### src/hw/rtl/ccb_pkg.sv
// ccb_pkg: shared types and constants for the clipped color-key blit core.
// Holds the register index codes, the queued pixel record and canvas defaults.
// No dependencies.
`default_nettype none

package ccb_pkg;

	// default canvas size
	localparam int unsigned CANVAS_WIDTH_DEF  = 384;
	localparam int unsigned CANVAS_HEIGHT_DEF = 216;

	// field widths fixed by the interface
	localparam int unsigned REG_INDEX_W = 3;
	localparam int unsigned CFG_DATA_W  = 11;
	localparam int unsigned SIZE_W      = 11;
	localparam int unsigned COUNT_W     = 10;
	localparam int unsigned PIXEL_W     = 8;
	localparam int unsigned ADDR_W      = 17;

	// depth of the queue between front and back
	localparam int unsigned QUEUE_DEPTH = 2;

	// configuration register indexes
	typedef enum logic [REG_INDEX_W-1:0] {
		REG_SOURCE_WIDTH  = 3'd0,
		REG_SOURCE_HEIGHT = 3'd1,
		REG_DEST_X        = 3'd2,
		REG_DEST_Y        = 3'd3,
		REG_KEY_ENABLE    = 3'd4,
		REG_COLOR_KEY     = 3'd5
	} reg_index_t;

	// classified pixel handed from front to back
	typedef struct packed {
		logic [COUNT_W-1:0] cx;
		logic [COUNT_W-1:0] cy;
		logic [PIXEL_W-1:0] pixel;
		logic               we;
		logic               last;
	} item_t;

endpackage

`default_nettype wire

### src/hw/rtl/ccb_queue.sv
// ccb_queue: short register queue of classified pixels between front and back.
// Depends on ccb_pkg (item_t, QUEUE_DEPTH).
`default_nettype none

module ccb_queue (
	input  wire logic          clk,
	input  wire logic          arst_n,
	input  wire logic          wr_en,
	input  wire ccb_pkg::item_t wr_item,
	output logic               full,
	input  wire logic          rd_en,
	output ccb_pkg::item_t     rd_item,
	output logic               empty
);
	import ccb_pkg::*;

	localparam int unsigned PTR_W = (QUEUE_DEPTH > 1) ? $clog2(QUEUE_DEPTH) : 1;
	localparam int unsigned CNT_W = $clog2(QUEUE_DEPTH + 1);
	localparam logic [PTR_W-1:0] PTR_LAST = PTR_W'(QUEUE_DEPTH - 1);
	localparam logic [CNT_W-1:0] CNT_FULL = CNT_W'(QUEUE_DEPTH);

	item_t            mem_q [QUEUE_DEPTH];
	logic [PTR_W-1:0] wr_ptr_q;
	logic [PTR_W-1:0] rd_ptr_q;
	logic [CNT_W-1:0] count_q;
	logic             do_wr;
	logic             do_rd;

	// status
	assign full    = (count_q == CNT_FULL);
	assign empty   = (count_q == '0);
	assign do_wr   = wr_en && !full;
	assign do_rd   = rd_en && !empty;
	assign rd_item = mem_q[rd_ptr_q];

	// storage
	always_ff @(posedge clk) begin
		if (do_wr) begin
			mem_q[wr_ptr_q] <= wr_item;
		end
	end

	// pointers and fill count
	always_ff @(posedge clk or negedge arst_n) begin
		if (!arst_n) begin
			wr_ptr_q <= '0;
			rd_ptr_q <= '0;
			count_q  <= '0;
		end else begin
			if (do_wr) begin
				wr_ptr_q <= (wr_ptr_q == PTR_LAST) ? '0 : wr_ptr_q + PTR_W'(1);
			end
			if (do_rd) begin
				rd_ptr_q <= (rd_ptr_q == PTR_LAST) ? '0 : rd_ptr_q + PTR_W'(1);
			end
			if (do_wr && !do_rd) begin
				count_q <= count_q + CNT_W'(1);
			end else if (do_rd && !do_wr) begin
				count_q <= count_q - CNT_W'(1);
			end
		end
	end

`ifndef SYNTHESIS
	// fill count never passes the depth
	a_count_bound: assert property (@(posedge clk) disable iff (!arst_n)
		count_q <= CNT_FULL)
		else $error("queue count beyond depth");

	// a lone write grows the count by one
	a_write_grows: assert property (@(posedge clk) disable iff (!arst_n)
		(do_wr && !do_rd) |=> (count_q == $past(count_q) + CNT_W'(1)))
		else $error("queue write lost");

	// a lone read shrinks the count by one
	a_read_shrinks: assert property (@(posedge clk) disable iff (!arst_n)
		(do_rd && !do_wr) |=> (count_q == $past(count_q) - CNT_W'(1)))
		else $error("queue read lost");
`endif

endmodule

`default_nettype wire

### src/hw/rtl/ccb_front.sv
// ccb_front: configuration registers, sprite column/row counters and pixel
// classification (clip against canvas, color key, last flag).
// Depends on ccb_pkg.
`default_nettype none

module ccb_front #(
	parameter int unsigned CANVAS_WIDTH  = ccb_pkg::CANVAS_WIDTH_DEF,
	parameter int unsigned CANVAS_HEIGHT = ccb_pkg::CANVAS_HEIGHT_DEF
) (
	input  wire logic                              clk,
	input  wire logic                              arst_n,
	input  wire logic                              cfg_write,
	input  wire logic [ccb_pkg::REG_INDEX_W-1:0]   cfg_index,
	input  wire logic [ccb_pkg::CFG_DATA_W-1:0]    cfg_data,
	input  wire logic                              push,
	input  wire logic [ccb_pkg::PIXEL_W-1:0]       source_pixel,
	output logic                                   accept,
	output ccb_pkg::item_t                         item
);
	import ccb_pkg::*;

	localparam logic signed [SIZE_W:0] CW_S = (SIZE_W+1)'(CANVAS_WIDTH);
	localparam logic signed [SIZE_W:0] CH_S = (SIZE_W+1)'(CANVAS_HEIGHT);
	localparam logic [SIZE_W-1:0] SIZE_MAX = SIZE_W'(1024);
	localparam logic [SIZE_W-1:0] SIZE_MIN = SIZE_W'(1);

	logic [SIZE_W-1:0]        src_width_q;
	logic [SIZE_W-1:0]        src_height_q;
	logic [SIZE_W-1:0]        dest_x_q;
	logic [SIZE_W-1:0]        dest_y_q;
	logic                     key_enable_q;
	logic [PIXEL_W-1:0]       color_key_q;
	logic [COUNT_W-1:0]       column_q;
	logic [COUNT_W-1:0]       row_q;

	logic [SIZE_W-1:0]        width_eff;
	logic [SIZE_W-1:0]        height_eff;
	logic [SIZE_W-1:0]        column_inc;
	logic [SIZE_W-1:0]        row_inc;
	logic                     row_end;
	logic                     sprite_end;
	logic signed [SIZE_W:0]   cx;
	logic signed [SIZE_W:0]   cy;
	logic                     on_canvas;
	logic                     keyed;

	// configuration writes
	always_ff @(posedge clk or negedge arst_n) begin
		if (!arst_n) begin
			src_width_q  <= SIZE_MIN;
			src_height_q <= SIZE_MIN;
			dest_x_q     <= '0;
			dest_y_q     <= '0;
			key_enable_q <= 1'b0;
			color_key_q  <= '0;
		end else if (cfg_write) begin
			case (reg_index_t'(cfg_index))
				REG_SOURCE_WIDTH:  src_width_q  <= cfg_data;
				REG_SOURCE_HEIGHT: src_height_q <= cfg_data;
				REG_DEST_X:        dest_x_q     <= cfg_data;
				REG_DEST_Y:        dest_y_q     <= cfg_data;
				REG_KEY_ENABLE:    key_enable_q <= cfg_data[0];
				REG_COLOR_KEY:     color_key_q  <= cfg_data[PIXEL_W-1:0];
				default: ;
			endcase
		end
	end

	// saturate sprite size to 1..1024
	always_comb begin
		if (src_width_q == '0) begin
			width_eff = SIZE_MIN;
		end else if (src_width_q > SIZE_MAX) begin
			width_eff = SIZE_MAX;
		end else begin
			width_eff = src_width_q;
		end
		if (src_height_q == '0) begin
			height_eff = SIZE_MIN;
		end else if (src_height_q > SIZE_MAX) begin
			height_eff = SIZE_MAX;
		end else begin
			height_eff = src_height_q;
		end
	end

	// row and sprite end detection
	assign column_inc = {1'b0, column_q} + SIZE_W'(1);
	assign row_inc    = {1'b0, row_q} + SIZE_W'(1);
	assign row_end    = (column_inc >= width_eff);
	assign sprite_end = row_end && (row_inc >= height_eff);

	// canvas position and clipping
	assign cx = $signed({dest_x_q[SIZE_W-1], dest_x_q}) + $signed({2'b00, column_q});
	assign cy = $signed({dest_y_q[SIZE_W-1], dest_y_q}) + $signed({2'b00, row_q});
	assign on_canvas = !cx[SIZE_W] && (cx < CW_S) && !cy[SIZE_W] && (cy < CH_S);
	assign keyed  = key_enable_q && (source_pixel == color_key_q);

	// classified pixel record
	always_comb begin
		item.cx    = cx[COUNT_W-1:0];
		item.cy    = cy[COUNT_W-1:0];
		item.pixel = source_pixel;
		item.we    = on_canvas && !keyed;
		item.last  = sprite_end;
	end

	assign accept = push;

	// sprite counters advance on every accepted beat
	always_ff @(posedge clk or negedge arst_n) begin
		if (!arst_n) begin
			column_q <= '0;
			row_q    <= '0;
		end else if (accept) begin
			if (row_end) begin
				column_q <= '0;
				row_q    <= sprite_end ? '0 : row_inc[COUNT_W-1:0];
			end else begin
				column_q <= column_inc[COUNT_W-1:0];
			end
		end
	end

`ifndef SYNTHESIS
	// the last pixel returns both counters to the origin
	a_last_wraps: assert property (@(posedge clk) disable iff (!arst_n)
		(accept && sprite_end) |=> (column_q == '0 && row_q == '0))
		else $error("counters did not wrap after last pixel");

	// a written pixel always lies on the canvas
	a_we_on_canvas: assert property (@(posedge clk) disable iff (!arst_n)
		item.we |-> (!cx[SIZE_W] && !cy[SIZE_W] && (cx < CW_S) && (cy < CH_S)))
		else $error("write enable outside canvas");

	// counters hold while no beat is taken
	a_hold_idle: assert property (@(posedge clk) disable iff (!arst_n)
		!accept |=> ($stable(column_q) && $stable(row_q)))
		else $error("counters moved without a beat");
`endif

endmodule

`default_nettype wire

### src/hw/rtl/ccb_back.sv
// ccb_back: turns a classified pixel into a canvas address and holds the
// result in the output register until it is popped.
// Depends on ccb_pkg.
`default_nettype none

module ccb_back #(
	parameter int unsigned CANVAS_WIDTH = ccb_pkg::CANVAS_WIDTH_DEF
) (
	input  wire logic                           clk,
	input  wire logic                           arst_n,
	input  wire ccb_pkg::item_t                 item,
	input  wire logic                           item_avail,
	output logic                                item_take,
	output logic                                empty,
	input  wire logic                           pop,
	output logic [ccb_pkg::ADDR_W-1:0]          canvas_address,
	output logic [ccb_pkg::PIXEL_W-1:0]         pixel_value,
	output logic                                write_enable,
	output logic                                last_pixel
);
	import ccb_pkg::*;

	localparam int unsigned PROD_W = 2 * SIZE_W - 1;
	localparam logic [SIZE_W-1:0] CW_L = SIZE_W'(CANVAS_WIDTH);

	logic               out_valid_q;
	logic [ADDR_W-1:0]  addr_q;
	logic [PIXEL_W-1:0] pixel_q;
	logic               we_q;
	logic               last_q;
	logic [PROD_W-1:0]  row_base;
	logic [PROD_W-1:0]  linear;
	logic [ADDR_W-1:0]  addr_next;

	// row times canvas width plus column, zero when not written
	assign row_base  = PROD_W'(item.cy) * PROD_W'(CW_L);
	assign linear    = row_base + PROD_W'(item.cx);
	assign addr_next = item.we ? linear[ADDR_W-1:0] : '0;

	// take a new beat when the output register is free or being drained
	assign item_take = item_avail && (!out_valid_q || pop);

	// output valid flag
	always_ff @(posedge clk or negedge arst_n) begin
		if (!arst_n) begin
			out_valid_q <= 1'b0;
		end else if (item_take) begin
			out_valid_q <= 1'b1;
		end else if (pop) begin
			out_valid_q <= 1'b0;
		end
	end

	// output payload
	always_ff @(posedge clk) begin
		if (item_take) begin
			addr_q  <= addr_next;
			pixel_q <= item.pixel;
			we_q    <= item.we;
			last_q  <= item.last;
		end
	end

	assign empty          = !out_valid_q;
	assign canvas_address = addr_q;
	assign pixel_value    = pixel_q;
	assign write_enable   = we_q;
	assign last_pixel     = last_q;

`ifndef SYNTHESIS
	// a pixel that is not written carries address zero
	a_addr_zero: assert property (@(posedge clk) disable iff (!arst_n)
		(!empty && !write_enable) |-> (canvas_address == '0))
		else $error("address not zero on unwritten pixel");

	// a beat is only taken from a non-empty queue
	a_take_avail: assert property (@(posedge clk) disable iff (!arst_n)
		item_take |-> item_avail)
		else $error("took a beat from an empty queue");

	// a taken beat always shows on the output next cycle
	a_take_shows: assert property (@(posedge clk) disable iff (!arst_n)
		item_take |=> !empty)
		else $error("taken beat not presented");
`endif

endmodule

`default_nettype wire

### src/hw/rtl/clipped_color_key_blit_core.sv
// clipped_color_key_blit_core: top level of the clipped color-key blitter.
// Instantiates ccb_front, ccb_queue and ccb_back; depends on ccb_pkg.
//
//   channel   ports                                      handshake
//   ------    -----------------------------------------  -------------------
//   config    cfg_write, cfg_index, cfg_data             write on cfg_write
//   pixel in  source_pixel                               push && !full
//   result    canvas_address, pixel_value,               pop && !empty
//             write_enable, last_pixel
//
// One pixel per cycle sustained while the result side keeps popping; each beat needs
// only counters, compares and one constant-width multiply in the back stage.
// An accepted pixel is written into the two-entry queue and then into the output
// register, from which it shows on the ports.
// A stalled result side fills the queue; full rises when it holds two beats.
// Reset is asynchronous and clears counters, queue and output valid; the
// configuration registers return to width 1, height 1, offset 0, keying off.
`default_nettype none

module clipped_color_key_blit_core #(
	parameter int unsigned CANVAS_WIDTH  = ccb_pkg::CANVAS_WIDTH_DEF,
	parameter int unsigned CANVAS_HEIGHT = ccb_pkg::CANVAS_HEIGHT_DEF
) (
	input  wire logic                              clk,
	input  wire logic                              arst_n,
	input  wire logic                              cfg_write,
	input  wire logic [ccb_pkg::REG_INDEX_W-1:0]   cfg_index,
	input  wire logic [ccb_pkg::CFG_DATA_W-1:0]    cfg_data,
	input  wire logic                              push,
	output logic                                   full,
	input  wire logic [ccb_pkg::PIXEL_W-1:0]       source_pixel,
	output logic                                   empty,
	input  wire logic                              pop,
	output logic [ccb_pkg::ADDR_W-1:0]             canvas_address,
	output logic [ccb_pkg::PIXEL_W-1:0]            pixel_value,
	output logic                                   write_enable,
	output logic                                   last_pixel
);
	import ccb_pkg::*;

	item_t front_item;
	item_t back_item;
	logic  front_push;
	logic  queue_full;
	logic  queue_empty;
	logic  back_take;
	logic  accept;

	assign full   = queue_full;
	assign accept = push && !queue_full;

	// front: config, counters, classification
	ccb_front #(
		.CANVAS_WIDTH  (CANVAS_WIDTH),
		.CANVAS_HEIGHT (CANVAS_HEIGHT)
	) u_front (
		.clk          (clk),
		.arst_n       (arst_n),
		.cfg_write    (cfg_write),
		.cfg_index    (cfg_index),
		.cfg_data     (cfg_data),
		.push         (accept),
		.source_pixel (source_pixel),
		.accept       (front_push),
		.item         (front_item)
	);

	// queue between front and back
	ccb_queue u_queue (
		.clk     (clk),
		.arst_n  (arst_n),
		.wr_en   (front_push),
		.wr_item (front_item),
		.full    (queue_full),
		.rd_en   (back_take),
		.rd_item (back_item),
		.empty   (queue_empty)
	);

	// back: address and output register
	ccb_back #(
		.CANVAS_WIDTH (CANVAS_WIDTH)
	) u_back (
		.clk            (clk),
		.arst_n         (arst_n),
		.item           (back_item),
		.item_avail     (!queue_empty),
		.item_take      (back_take),
		.empty          (empty),
		.pop            (pop),
		.canvas_address (canvas_address),
		.pixel_value    (pixel_value),
		.write_enable   (write_enable),
		.last_pixel     (last_pixel)
	);

endmodule

`default_nettype wire

### config.mk
export PLATFORM = sky130hd
export DESIGN_NAME = clipped_color_key_blit_core
export DESIGN_NICKNAME = d
export VERILOG_FILES = /design/src/hw/rtl/ccb_pkg.sv /design/src/hw/rtl/ccb_queue.sv /design/src/hw/rtl/ccb_front.sv /design/src/hw/rtl/ccb_back.sv /design/src/hw/rtl/clipped_color_key_blit_core.sv
export SDC_FILE = /design/constraint.sdc
export NUM_CORES = 1
export LEC_CHECK = 0
export BUFFER_PORTS_ARGS = -buffer_cell sky130_fd_sc_hd__buf_4
export CORE_MARGIN = 2
export CORE_UTILIZATION = 55
export CTS_CLUSTER_DIAMETER = 30
export DETAILED_ROUTE_END_ITERATION = 16
export PLACE_DENSITY = 0.73
export SETUP_SLACK_MARGIN = 0.5
export SLEW_MARGIN = 0
export SYNTH_ARGS = -nofsm -noshare
export SYNTH_HDL_FRONTEND = slang
export SYNTH_SLANG_ARGS = --single-unit
### constraint.sdc
create_clock -name clk -period 10.14 [get_ports clk]
set_input_delay 1.014 -clock clk [delete_from_list [all_inputs] [get_ports clk]]
set_output_delay 1.014 -clock clk [all_outputs]
set_load 0.05 [all_outputs]
## Word-level counts from Yosys, hierarchy flattened

Memories as Yosys holds them, arrays and structs flattened.
Cells that the tools add are included.
Widths: inputs -> output; s select.

| word-level totals | value |
|---|---|
| logic and storage cells | 88 |
| memories kept | 1 |
| flip-flop bits (word level) | 105 |
| input bits | 27 |
| memory bits (writable) | 60 |

Memories:

| name | depth | width | rd ports | clocked after memory_dff | wr ports | line | text |
|---|---|---|---|---|---|---|---|
| u_queue.mem_q | 2 | 30 | 1 | 0 | 1 | ccb_queue.sv:22 | `item_t mem_q [QUEUE_DEPTH];` |

| operators by class | value |
|---|---|
| $mul | 1 |
| mux-type cells | 14 |
| equal/unequal tests | 7 |
| $add $sub $neg | 9 |
| order comparisons | 6 |
| reduce and logical (&&, ||, !) cells | 34 |

Operators with widths:

| kind | number |
|---|---|
| $mux 11 | 4 |
| $add 11x11->12 | 2 |
| $add 10x1->11 const B | 2 |
| $ge 11x11->1 | 2 |
| $gt 11x11->1 const B | 2 |
| $logic_not 11->1 | 2 |
| $mux 10 | 2 |
| $add 17x10->17 | 1 |
| $reduce_and 2->1 | 7 |
| $logic_and 1x1->1 | 12 |
| $lt 12x10->1 const B | 1 |
| $lt 12x9->1 const B | 1 |
| $mul 10x2->10 const B | 1 |
| $eq 8x8->1 | 1 |
| $logic_not 1->1 | 8 |
| $eq 3x2->1 const B | 2 |
| $eq 3x3->1 const B | 2 |
| $mux 1 | 6 |
| $mux 2 | 2 |
| $reduce_bool 2->1 | 2 |
| $eq 3x1->1 const B | 1 |
| $logic_not 3->1 | 1 |
| $add 1x1->1 const B | 2 |
| $add 2x1->2 const B | 1 |
| other kinds (4) | 4 |

## Logic depth before layout (Yosys ltp)

Gate-level depths: netlist (run 1).

| logic depth | value |
|---|---|
| depth after elaboration | 8 |
| mapped depth | 12 |
| mapped depth without buffers | 11 |

## Cells and area by module

A second synthesis (run 1) with hierarchy kept.

| unflattened totals | value |
|---|---|
| cells, all modules | 697 |
| area, all modules | 8874.8 µm² |

Modules (own cells, without submodules):

| module | area an instance (µm²) | cells an instance | times used |
|---|---|---|---|
| ccb_front | 4752.1 | 455 | 1 |
| ccb_queue | 2481.1 | 112 | 1 |
| ccb_back | 1624.1 | 128 | 1 |
| clipped_color_key_blit_core | 17.5 | 2 | 1 |

## Worst setup path after synthesis (run 1)

Ideal clock, no wire load.

| timing path | value |
|---|---|
| kind | reg2reg |
| start point | reg u_queue.rd_ptr_q |
| end point | reg u_back.addr_q[16], in the netlist u_back.canvas_address[16] (data pin) |
| clock period less this slack | 4.235 ns |
| data arrival time | 4.087 ns |
| stages on the path, launching flop included | 12 |
| path buffers | 2 |
| slack | 5.905 ns |
| library setup time | 0.148 ns |
| cells stage by stage | dfrtp_1 clkbuf_1 clkbuf_1 mux2_2 ha_1 fa_1 ha_1 a21oi_1 or4_4 or3_4 or4_1 a21oi_1 |

| between the ends | value |
|---|---|
| cells in the longest elaborated chain, start to end | 3 |

Ends and longest elaborated chain:

| element | line | text |
|---|---|---|
| start: declaration | ccb_queue.sv:24 | `logic [PTR_W-1:0] rd_ptr_q;` |
| start signal: assignment | ccb_queue.sv:54 | `rd_ptr_q <= (rd_ptr_q == PTR_LAST) ? '0 : rd_ptr_q + PTR_W'(1);` |
| $mem_v2 2x30 (*) | n/a |  |
| $mul 10x2->10 | ccb_back.sv:36 | `assign row_base = PROD_W'(item.cy) * PROD_W'(CW_L);` |
| $add 17x10->17 | ccb_back.sv:37 | `assign linear = row_base + PROD_W'(item.cx);` |
| end signal: assignment | ccb_back.sv:57 | `addr_q <= addr_next;` |
| end: declaration | ccb_back.sv:27 | `logic [ADDR_W-1:0] addr_q;` |

Mark *: on every way between the ends. The rest lies on a longest branch, timed or not.
A chain may end at the register's enable or synchronous reset.

## Worst setup path in the final report (run 1)

Same ends and word-level chain as after synthesis.

==> metrics list, run 1 <==
- The run finished with clean final reports.
- Clock tree from TritonCTS: built
- Launch point of the worst path: u_queue.rd_ptr_q
- The post-route netlist has 22.34% of its cells at a drive strength greater than 1.
- R2R Setup Slk: 6.33 ns
- On the final layout, the worst clock skew is 0.01107 ns.
- The library cell used most frequently in the layout, excluding fill and tap cells, is sky130_fd_sc_hd__edfxtp_1.
- Relative slew slack: 17.23%
* Combined area of all synthesized cells: 8544 um2
- Setup violations remaining at the end of the flow were counted as 0.
- Summed over all layers, the routed wires come to 16860 um.
- Total routing usage reported by global routing: 21.77%
* Initial drt markers: 464
- Routed len/inst: 17.43 um
- Compound-Gate Fraction of Synth Area: 9.240%
- Summing the areas of all and, or, nand and nor instances in the mapped netlist gives 10.31% of the synthesized area.
* Most frequently used flop master after synthesis: sky130_fd_sc_hd__edfxtp_1
* Largest driver fanout on the critical path: 9
- In the routed design, unresolved DRC markers number 0.
* Async S/R FF share, synth: 47.27%
* Post-DP Area: 9194 um2
- Pin count of the biggest net entering global routing: 79
* Starting density of the core: 56.21%
- The cell count after synthesis came out at 701.
- After Yosys synthesis, XOR and XNOR cells account for 5.843% of the synthesized area.
- Count of hold buffers inserted by post-cts repair: 0
- Initial DRT Pass Iterations: 5
- For this design the static power due to leakage is 4.165 nW.
- Horiz. Die Dim: 128.6 um
* Cells along the critical path: mux2_2 -> ha_1 -> fa_1 -> ha_1 -> a21oi_1 -> or4_4 -> or3_4 -> or4_1 -> a21oi_1
- The number of gates resized after CTS was 0.
* Maximum level of the CTS H-tree: 4
- For this run, the number of Yosys warnings is 0.
- Count of maximum capacitance violations: 0
- On the worst path, the slowest cell contributes a delay of 0.54 ns.
- The number of antenna diodes in the final layout is 0.
- Count of flip-flops with a built-in enable after synthesis: 87
- Number of sinks handled by clock tree synthesis: 165
* Clock transition at the registers of the reported paths: 0.06 ns
- Critical R2R Launch: u_queue.rd_ptr_q
- Final critical-path required period: 3.811 ns
* Critical Path End Type: flip-flop
- In this run the worst hold path is classified as flip-flop to flip-flop.
- Cell area power density: 315.1 nW/um2
- Timing would allow up to 262.4 MHz.
- Clock buffer depth: 2
- Fraction of synthesized area in multiplexers: 10.53%
- On the final layout, the worst hold slack is 0.5110 ns.
* Post-synthesis cell type count: 58
- Once detailed placement completed, the half-perimeter wirelength came to 12090 um.
* Worst Min Path Start: u_back.out_valid_q
- I/O Pins: 56
* Setup crit start kind: flip-flop
- Area growth from synthesis to final layout: 14.22%
- Cell row count: 45
* Post-synthesis area per instance: 12.19 um2
- Data on the critical path is required at its endpoint by 10.42 ns.
- The first global-routing pass estimated 27900 um of wire.
- The synthesized design contains 165 register bits.
* Max-slew violation total from the final report: 0
- Non-Filler Cell Area, Final: 9759 um2
* Share of the clock period used by the worst path after layout: 37.58%
* Height of the chip: 128.6 um
- The region available for standard cell placement spans 15200 um2.
- STA puts the critical path data arrival time at 4.09 ns.
* Net count, final: 853
* Setup repair after global routing missed its margin: false
- Worst-skew pair later-pin latency: 0.43 ns
* Gr ovfl total: 0
- Placer Congestion: 0.8884
- Adding up every negative setup slack in the final design gives 0 ns.
* Number of global-route vias before repair: 5615
* TritonCTS buffer count: 17
- Initial antenna violation count: 0
- Max stage delay cell, worst path: sky130_fd_sc_hd__dfrtp_1
- Area of the die: 16550 um2
- The number of nets in the synthesized netlist is 788.
* Classification of the worst setup path: flip-flop to flip-flop
- Across the VDD grid, the largest voltage drop is 0.1521 mV.
- Once the clock tree was built, the setup fixing pass inserted 0 buffers.
- The routed layout has 5677 vias.
* Clock root buffer: sky130_fd_sc_hd__clkbuf_16
- Of the total synthesized cell area, the portion taken by full adders, half adders and majority gates is 9.138%.
- The final hold violation count is 0.
* Port Buffers: 55
* Slew at the pin closest to its max-slew limit: 1.234 ns
* Number of antenna-violating nets in the routed design: 0
- Dividing the detail-routed via count by the number of cells gives 5.871.
* Register area share after synthesis: 53.45%
- Largest family of logic cells by synthesized area: multiplexers
* Top library cells by usage in the layout, fill and taps aside: sky130_fd_sc_hd__edfxtp_1 (87), sky130_fd_sc_hd__dfrtp_1 (76), sky130_fd_sc_hd__mux2_2 (71), sky130_fd_sc_hd__nand2_1 (67), sky130_fd_sc_hd__buf_4 (63)
- Number of fillers in the final layout: 1152
critical path, delay by kind of cell (launching register included):
family	cells	cell delay (ns)
AO/OA/AOI/OAI	2	0.26
adder cells (fa/ha/maj)	3	1.04
flip-flops	1	0.54
multiplexers	1	0.43
AND/OR/NAND/NOR	3	1.43
layout make-up:
cell class / count / area [um2] / area share [%]
Clock buffer: 18 / 429.2 / 4.397
Clock inverter: 14 / 136.4 / 1.397
Inverter: 17 / 63.81 / 0.6538
Multi-Input combinational cell: 502 / 3855 / 39.50
Sequential cell: 165 / 4567 / 46.79
Tap cell: 188 / 235.2 / 2.410
Timing Repair Buffer: 63 / 473.0 / 4.846
report_power, final:
part / total (mW) / switching, mW / leakage (nW) / internal [mW]
clock: 0.619 / 0.275 / 0.275 / 0.344
combinational: 1.37 / 0.819 / 2.10 / 0.551
sequential: 1.09 / 0.105 / 1.79 / 0.981
worst paths after layout:
kind	endpoint	depth (start not counted)
min reg2reg	u_back.out_valid_q	2
min	u_back.out_valid_q	2
max	u_back.canvas_address[16]	9
max reg2reg	u_back.canvas_address[16]	9
min in group asynchronous	u_front.color_key_q[5]	1
max in group asynchronous	u_front.src_height_q[1]	1
registers in the layout (all words and copies together) (netlist names):
register	flops
u_queue.mem_q	60
u_back.canvas_address	17
u_front.dest_x_q	11
u_front.dest_y_q	11
u_front.src_height_q	11
u_front.src_width_q	11
u_front.column_q	10
u_front.row_q	10
u_back.pixel_value	8
u_front.color_key_q	8
u_queue.count_q	2
u_back.last_pixel	1
u_back.out_valid_q	1
u_back.write_enable	1
u_front.key_enable_q	1
u_queue.rd_ptr_q	1
u_queue.wr_ptr_q	1
cells in the mapped netlist (all sizes together), types with 6 or more instances:
cell,number,share of area [%]
edfxtp,87,31
dfrtp,76,22
mux2,71,9.4
nand2,67,2.9
ha,56,8.2
nor2,39,1.7
xnor2,37,3.8
nand3,26,1.5
o21ai,26,1.5
a21oi,25,1.5
xor2,20,2.1
inv,17,0.75
clkbuf,16,0.70
a21o,13,1.2
mux2i,10,1.2
a211oi,9,0.79
nor3,9,0.53
nand2b,7,0.51
nor4,7,0.51
and3,6,0.50
o21a,6,0.53
o21bai,6,0.53
per-layer routing:
layer  vias up  routed length, um  track usage (%)
li1       2727                  -                -
met1      2744               7599            29.97
met2       188               8171            36.17
met3        18                878            3.410
met4         0                209            6.330
met5         -                  0                0
logic make-up (layout without fill, tap and decap cells):
logic type | count (synthesis) | count (layout)
simple gates | 185 | 185
xor+xnor | 57 | 57
mux | 81 | 81
fa+ha+maj | 60 | 60
compound gates | 119 | 119
buf+inv | 34 | 112
flops | 165 | 165
per-stage QoR:
step	power, mW	setup WS [ns]	instances	util (%)
floorplan	2.128	5.905	701	-
global placement	2.406	6.428	935	60.48
detailed placement	2.460	6.365	935	60.48
CTS	3.086	6.322	967	64.20
global route	3.270	6.166	967	64.20
finish	3.075	6.329	967	64.20
Note: power is estimated with default switching activity, not from simulation.
==> inputs of run 2 (changes only) <==
--- a/config.mk
+++ b/config.mk
@@ -5,6 +5,7 @@
 export SDC_FILE = /design/constraint.sdc
 export NUM_CORES = 1
 export LEC_CHECK = 0
+export ABC_AREA = 1
 export BUFFER_PORTS_ARGS = -buffer_cell sky130_fd_sc_hd__buf_4
 export CORE_MARGIN = 2
 export CORE_UTILIZATION = 55
==> constraint.sdc (replaced) <==
create_clock -name clk -period 3.6 [get_ports clk]
set_input_delay 0.36 -clock clk [delete_from_list [all_inputs] [get_ports clk]]
set_output_delay 0.36 -clock clk [all_outputs]
set_load 0.05 [all_outputs]
==> metrics list, run 2 <==
- Final antenna diode count: 0
* Worst Reg2Reg Path Length in Cells: 17
- Post-synthesis area per instance: 8.530 um2
* Hold Vio Cnt, Final: 0
- The floorplan step defined a die boundary enclosing 17500 um2.
- Most frequently used flop master after synthesis: sky130_fd_sc_hd__edfxtp_1
- Global routing finished with a remaining overflow of 0.
- Count of warnings emitted by yosys: 0
- Counting every sink on the clock net gives 165.
* Setup repair after global routing missed its margin: false
- Initial DRT Pass Iterations: 7
- The clock period could shrink to 2.941 ns.
- Data arrives at the worst endpoint at 3.13 ns.
- FF+latch count, synth: 165
- By instance count, the leading cell after synthesis is sky130_fd_sc_hd__nand2_1.
* Non-Filler Cell Area, Final: 10310 um2
- The synthesized design devotes to its leading area cell type 28.87% of total area.
- Pin count of the biggest net entering global routing: 79
- Initial antenna violation count: 0
* Placer Congestion: 0.8655
- The worst setup path is launched from a flip-flop.
- Synthesis produced 1061 cells.
- Cell type with the highest aggregate area in the netlist: sky130_fd_sc_hd__edfxtp_1
- Area growth from synthesis to final layout: 13.89%
- The tool flagged a number of max-cap violations equal to 0.
* Count of hold buffers inserted by post-cts repair: 0
* Critical Path End Type: flip-flop
- Initial drt markers: 476
- TritonCTS built the clock tree.
* Top cell types by occurrence after synthesis: sky130_fd_sc_hd__nand2_1 (355), sky130_fd_sc_hd__inv_1 (129), sky130_fd_sc_hd__edfxtp_1 (87), sky130_fd_sc_hd__o21ai_0 (82), sky130_fd_sc_hd__dfrtp_1 (76)
* Cell types with the largest area share after synthesis: sky130_fd_sc_hd__edfxtp_1 (29%), sky130_fd_sc_hd__dfrtp_1 (21%), sky130_fd_sc_hd__nand2_1 (15%)
* Placement-stage worst setup slack: 0.4853 ns
- Peak supply drop: 0.5213 mV
* Critical R2R Launch: u_queue.rd_ptr_q
- Across all register-to-register paths, the minimum setup slack is 0.66 ns.
- Register area share after synthesis: 50.46%
- The net count of the finished layout is 1210.
* Layout Skew: 0.01152 ns
- The worst pin sits at a relative slew slack of 35.33%.
- Power spread over the standard cell area amounts to 950.3 nW/um2.
* Crit Reg-Reg Endpoint: u_back.canvas_address[15]
- Leakage power: 5.106 nW
* Top library cells by usage in the layout, fill and taps aside: sky130_fd_sc_hd__nand2_1 (354), sky130_fd_sc_hd__inv_1 (129), sky130_fd_sc_hd__edfxtp_1 (87), sky130_fd_sc_hd__o21ai_0 (82), sky130_fd_sc_hd__dfrtp_1 (73)
* Post-DP Area: 9681 um2
- Slew at the pin closest to its max-slew limit: 0.9700 ns
- Clock transition at the registers of the reported paths: 0.07 ns
* Classification of the worst setup path: flip-flop to flip-flop
* Most common library cell in the layout ignoring fill and taps: sky130_fd_sc_hd__nand2_1
- Max-slew violation total from the final report: 0
* Horiz. Die Dim: 132.3 um
- CTS built an H-tree with a depth of 4.
- The post-route netlist has 11.27% of its cells at a drive strength greater than 1.
* Cell row count: 46
* Number of nets produced by synthesis: 1148
- Setup TNS: 0 ns
- Flip-flop count of the largest register after layout: 60
- The HPWL after detailed placement is 13400 um.
- Count of flip-flops with a built-in enable after synthesis: 87
- Wire length of the first global-routing pass: 31130 um
- Number of setup violations in the final report: 0
- Launch point of the worst path: u_queue.rd_ptr_q
* Starting density of the core: 56.56%
- Total routing usage reported by global routing: 22.32%
- Clock buffer depth: 2
* Total number of vias: 6921
- Worst-skew pair later-pin latency: 0.43 ns
* I/O Pins: 56
- Remaining DRCs: 0
- Data on the critical path is required at its endpoint by 3.79 ns.
* Async S/R FF share, synth: 47.27%
- The tightest min-delay check is of the input pin to asynchronous set/reset pin type.
* Share of the clock period used by the worst path after layout: 81.69%
- Number of global-route vias before repair: 6519
- For this block, the routed nets add up to 18500 um of wire.
- Final worst setup slack: 0.6593 ns
* Highest Clock Rate: 340.1 MHz
- Biggest register: u_queue.mem_q
* Routed len/inst: 13.68 um
- The flow ran to the end, and the final reports show no timing, DRC or antenna violations.
* Port Buffers: 55
- The completed layout was analyzed and its total power is 9.795 mW.
- The die is 132.3 um tall.
- Via density: 5.119
- Counting the buffers created by CTS gives 17.
* Post-synthesis cell type count: 42
- The tree is rooted in a sky130_fd_sc_hd__clkbuf_16.
* Core area: 16000 um2
- In this run the cell area of the synthesized design comes to 9050 um2.
* Number of antenna-violating nets in the routed design: 0
* Largest driver fanout on the critical path: 7
## run 2: cell count changes in the layout (fill, tap and decap cells not counted), moves of 10 or more
cell / change
sky130_fd_sc_hd__nand3_1: +29
sky130_fd_sc_hd__mux2i_1: -10
sky130_fd_sc_hd__nor2_1: +24
sky130_fd_sc_hd__mux2_2: -71
sky130_fd_sc_hd__inv_1: +112
sky130_fd_sc_hd__nand4_1: +17
sky130_fd_sc_hd__o21ai_0: +57
sky130_fd_sc_hd__xnor2_1: -32
sky130_fd_sc_hd__nand2_1: +287
sky130_fd_sc_hd__a21o_1: -11
## run 2: routing by layer
| layer | GRT usage (%) | vias up | routed length [um] |
|---|---|---|---|
| met5 | 0 | - | 0 |
| met4 | 5.257 | 0 | 127 |
| met3 | 5.113 | 11 | 846 |
| met2 | 37.04 | 148 | 9011 |
| met1 | 30.08 | 3163 | 8512 |
| li1 | - | 3599 | - |
## run 2: cell families (layout without fill, tap and decap cells)
family / count (synthesis) / after routing / synth area share, %
AO/OA/AOI/OAI: 134 / 134 / 7.798
XOR/XNOR: 24 / 24 / 2.406
adder cells (fa/ha/maj): 60 / 60 / 8.627
buffers and inverters: 152 / 227 / 6.567
flip-flops: 165 / 165 / 50.46
AND/OR/NAND/NOR: 526 / 526 / 24.14
## run 2: how the worst max path moves through the flow
stage                     slack (ns)  cells after the start                   endpoint
after floorplan                 0.55                     19  u_back.canvas_address[15]
after global placement          0.63                     17  u_back.canvas_address[15]
after detailed placement        0.49                     17  u_back.canvas_address[15]
after CTS                       0.54                     17  u_back.canvas_address[15]
after global routing            0.46                     17  u_back.canvas_address[15]
final                           0.66                     17  u_back.canvas_address[15]
## run 2: critical path, stage by stage, from the launching register on
cell and delay [ns]:
sky130_fd_sc_hd__dfrtp_2 0.47, sky130_fd_sc_hd__buf_4 0.16, sky130_fd_sc_hd__nand2_1 0.08, sky130_fd_sc_hd__nand2_2 0.10, sky130_fd_sc_hd__ha_2 0.22, sky130_fd_sc_hd__fa_1 0.50
sky130_fd_sc_hd__ha_4 0.31, sky130_fd_sc_hd__nand2_1 0.05, sky130_fd_sc_hd__inv_1 0.06, sky130_fd_sc_hd__nor2_1 0.04, sky130_fd_sc_hd__nor2_1 0.12, sky130_fd_sc_hd__nand3_1 0.13
sky130_fd_sc_hd__nor2_2 0.11, sky130_fd_sc_hd__nand2_1 0.09, sky130_fd_sc_hd__nor2_2 0.11, sky130_fd_sc_hd__nand2_1 0.06, sky130_fd_sc_hd__nand2_1 0.05, sky130_fd_sc_hd__nor2_1 0.04
## run 2: cell type report
type / count / area [um2]
sequential: 165 / 4571
fill: 1377 / 5693
tap: 216 / 270.3
clock inverter: 13 / 116.4
multi-input combinational: 744 / 3936
clock buffer: 19 / 442.9
timing repair buffer: 63 / 473.0
inverter: 132 / 498.0
## run 2: report_power, final
group,total [mW],internal (mW),switching [mW]
registers,3.17,2.84,0.330
logic,4.91,1.64,3.28
clock network,1.71,0.924,0.783
total,9.80,5.41,4.39
## run 2: through the flow
stage	hold slack (ns)	cells	util [%]
after CTS	0.1019	1349	64.01
after detailed placement	0.4789	1317	60.50
final	0.07364	1352	64.42
after global routing	0.09822	1352	64.42
after floorplan	0.06441	1061	-
after global placement	0.4704	1317	60.50
## run 2: repair_timing
| action | in CTS | in global routing |
|---|---|---|
| setup buffers | 0 | 3 |
| cloned | 0 | 0 |
| endpoints found under the setup margin | 2 | 23 |
| gates resized for setup | 1 | 11 |
==> inputs of run 3 (changes only) <==
==> constraint.sdc (replaced) <==
create_clock -name clk -period 2.9 [get_ports clk]
set_input_delay 0.29 -clock clk [delete_from_list [all_inputs] [get_ports clk]]
set_output_delay 0.29 -clock clk [all_outputs]
set_load 0.05 [all_outputs]
==> metrics list, run 3 (synthesis gave the netlist of run 2 again) <==
- The detailed router used layers up to and including met4.
* I/O Pins: 56
- The longest clock path from root to sink contains 2 buffers.
- Largest driver fanout on the critical path: 5
- Placer Congestion: 0.8871
* Number of sinks handled by clock tree synthesis: 165
- The clock arrives with 0.01177 ns of skew.
* Worst-skew pair later-pin latency: 0.43 ns
- Row generation in the floorplan step produced 46 rows.
* Routed len/inst: 14.56 um
* CP arrival: 2.90 ns
- After detailed routing, the total wire length is 20510 um.
* Clock transition at the registers of the reported paths: 0.07 ns
- TritonCTS built the clock tree.
- Before CTS, the worst setup slack after placement is 0.07638 ns.
* Final critical-path required period: 2.716 ns
* Worst Reg2Reg Path Length in Cells: 14
- The die covers 17500 um2.
* Setup crit end: u_back.canvas_address[16]
- Starting density of the core: 56.56%
- The critical path is of the flip-flop to flip-flop type.
- Peak supply drop: 0.6707 mV
* Hold Vio Cnt, Final: 0
- Dividing total power by cell area gives a power density of 1234 nW/um2.
- The register with the most flip-flops in the layout has 60 of them.
- In this run the tightest slew margin relative to its limit is 34.57%.
- For this run, the total global-route usage over all layers was measured as 23.00%.
- Summing over every cut layer, the via total after detailed routing is 7463.
- The endpoint identified for the worst register-to-register timing path is u_back.canvas_address[16].
- Via density: 5.297
- The first routing iteration left 446 violations.
- For this run, design rule violations remaining after detail routing come to 0.
* Setup crit start kind: flip-flop
* Area growth from synthesis to final layout: 25.83%
- The initial antenna violation count came to 0.
- Top library cells by usage in the layout, fill and taps aside: sky130_fd_sc_hd__nand2_1 (321), sky130_fd_sc_hd__inv_1 (122), sky130_fd_sc_hd__buf_4 (109), sky130_fd_sc_hd__edfxtp_1 (87), sky130_fd_sc_hd__dfrtp_1 (70)
* Share of the clock period used by the worst path after layout: 93.67%
* Net count, final: 1267
- Setup TNS: 0 ns
- Critical Path End Type: flip-flop
* Required time at the worst-slack endpoint: 3.09 ns
* Biggest register: u_queue.mem_q
* Maximum level of the CTS H-tree: 4
- The worst register-to-register path begins at u_queue.rd_ptr_q.
- Static timing analysis puts the maximum clock frequency at 368.2 MHz.
- Setup repair after global routing could not meet its margin everywhere.
* R2R Setup Slk: 0.18 ns
- Count of maximum capacitance violations: 0
- The run finished with clean final reports.
- Setup violations remaining at the end of the flow were counted as 0.
- The die is 132.3 um wide.
- Wire segments on met3 add up to 1008 um in the final route.
* Launch point of the worst path: u_queue.rd_ptr_q
- The core region is 16000 um2.
- Number of global-route vias before repair: 6750
* TritonCTS buffer count: 17
- Routed length on met2: 10290 um
* Fin cells: 1409
- After detailed placement, the design holds a cell count of 1323.
- Wire length of the first global-routing pass: 32050 um
* Final antenna diode count: 0
- In this run the static leakage power is 5.482 nW.
- From bottom edge to top edge, the die measures 132.3 um.
- Final worst setup slack: 0.1837 ns
* Clock root buffer: sky130_fd_sc_hd__clkbuf_16
- Initial DRT Pass Iterations: 5
- Max-slew violation total from the final report: 0
* Count of hold buffers inserted by post-cts repair: 0
- Pin count of the biggest net entering global routing: 79
* Met1 Wirelength: 8650 um
* Sum of net half-perimeters after detailed placement: 13310 um
- For the pin with the worst max-slew slack, the measured transition is 0.9815 ns.
- Gr ovfl total: 0
- Classification of the worst-slack hold path: input pin to asynchronous set/reset pin
- The library cell used most frequently in the layout, excluding fill and tap cells, is sky130_fd_sc_hd__nand2_1.
- Port Buffers: 55
- The post-route netlist has 24.22% of its cells at a drive strength greater than 1.
* Number of antenna-violating nets in the routed design: 0
## run 3: changes by cell type in the layout (fill, tap and decap cells not counted), moves of 8 or more
cell / change
sky130_fd_sc_hd__nand2_1: -33
sky130_fd_sc_hd__o21ai_2: +9
sky130_fd_sc_hd__o21ai_0: -17
sky130_fd_sc_hd__nand2_2: +26
sky130_fd_sc_hd__nand2_4: +8
sky130_fd_sc_hd__buf_4: +46
sky130_fd_sc_hd__nand3_1: -16
sky130_fd_sc_hd__nand3_2: +14
sky130_fd_sc_hd__ha_4: +14
sky130_fd_sc_hd__ha_1: -16
## run 3: how the worst min path moves through the flow
stage | from | to | slack, ns | depth (start not counted)
floorplan | arst_n | u_back.out_valid_q | -0.006 | 0
global placement | u_front.dest_x_q[3] | u_front.dest_x_q[3] | 0.47 | 2
detailed placement | u_front.color_key_q[3] | u_front.color_key_q[3] | 0.47 | 2
CTS | pop | u_back.out_valid_q | 0.03 | 2
global route | pop | u_back.out_valid_q | 0.03 | 2
finish | arst_n | u_front.src_width_q[4] | 0.004 | 1
## run 3: where the power goes
part / switching [mW] / internal, mW / leakage (nW)
combinational: 4.84 / 3.06 / 3.39
sequential: 0.392 / 3.53 / 1.81
clock: 0.946 / 1.28 / 0.276
## run 3: critical path, stage by stage, from the launching register on
cell and delay, ns:
sky130_fd_sc_hd__dfrtp_2 0.46, sky130_fd_sc_hd__inv_4 0.11, sky130_fd_sc_hd__nand2_4 0.05, sky130_fd_sc_hd__nand2_4 0.08, sky130_fd_sc_hd__ha_4 0.14, sky130_fd_sc_hd__fa_1 0.45
sky130_fd_sc_hd__ha_4 0.30, sky130_fd_sc_hd__and3_1 0.24, sky130_fd_sc_hd__o21ai_4 0.08, sky130_fd_sc_hd__nor2_4 0.11, sky130_fd_sc_hd__nand2_2 0.09, sky130_fd_sc_hd__nor2_4 0.15
sky130_fd_sc_hd__nand3_2 0.08, sky130_fd_sc_hd__nand2_1 0.08, sky130_fd_sc_hd__nor2_2 0.04
## run 3: through the flow
step	power, mW	area (um2)	utilization (%)	hold slack, ns
after detailed placement	10.02	9762	61.01	0.4738
after floorplan	8.611	9116	-	-0.005591
final	14.05	11390	71.17	0.003819
after global routing	15.04	11390	71.17	0.03297
after CTS	13.28	10990	68.67	0.03347
after global placement	9.888	9762	61.01	0.4692
## run 3: layer usage
| metal | up-vias | global-route usage [%] |
|---|---|---|
| li1 | 3721 | - |
| met1 | 3474 | 29.54 |
| met2 | 225 | 39.12 |
| met3 | 43 | 4.075 |
| met4 | 0 | 8.781 |
| met5 | - | 0 |
## run 3: final cells by class
cell class                      instances  area [um2]
Clock inverter                         13       146.4
Clock buffer                           19       432.9
Multi-Input combinational cell        745        4513
Inverter                              132       513.0
Timing Repair Buffer                  119       937.1
Tap cell                              216       270.3
Sequential cell                       165        4574
Fill cell                            1177        4613
## run 3: repair_timing
action	in CTS	in global routing
gates cloned	2	0
pin swaps	46	41
setup buffers	38	14
resized for setup	92	71
endpoints found under the setup margin	28	32
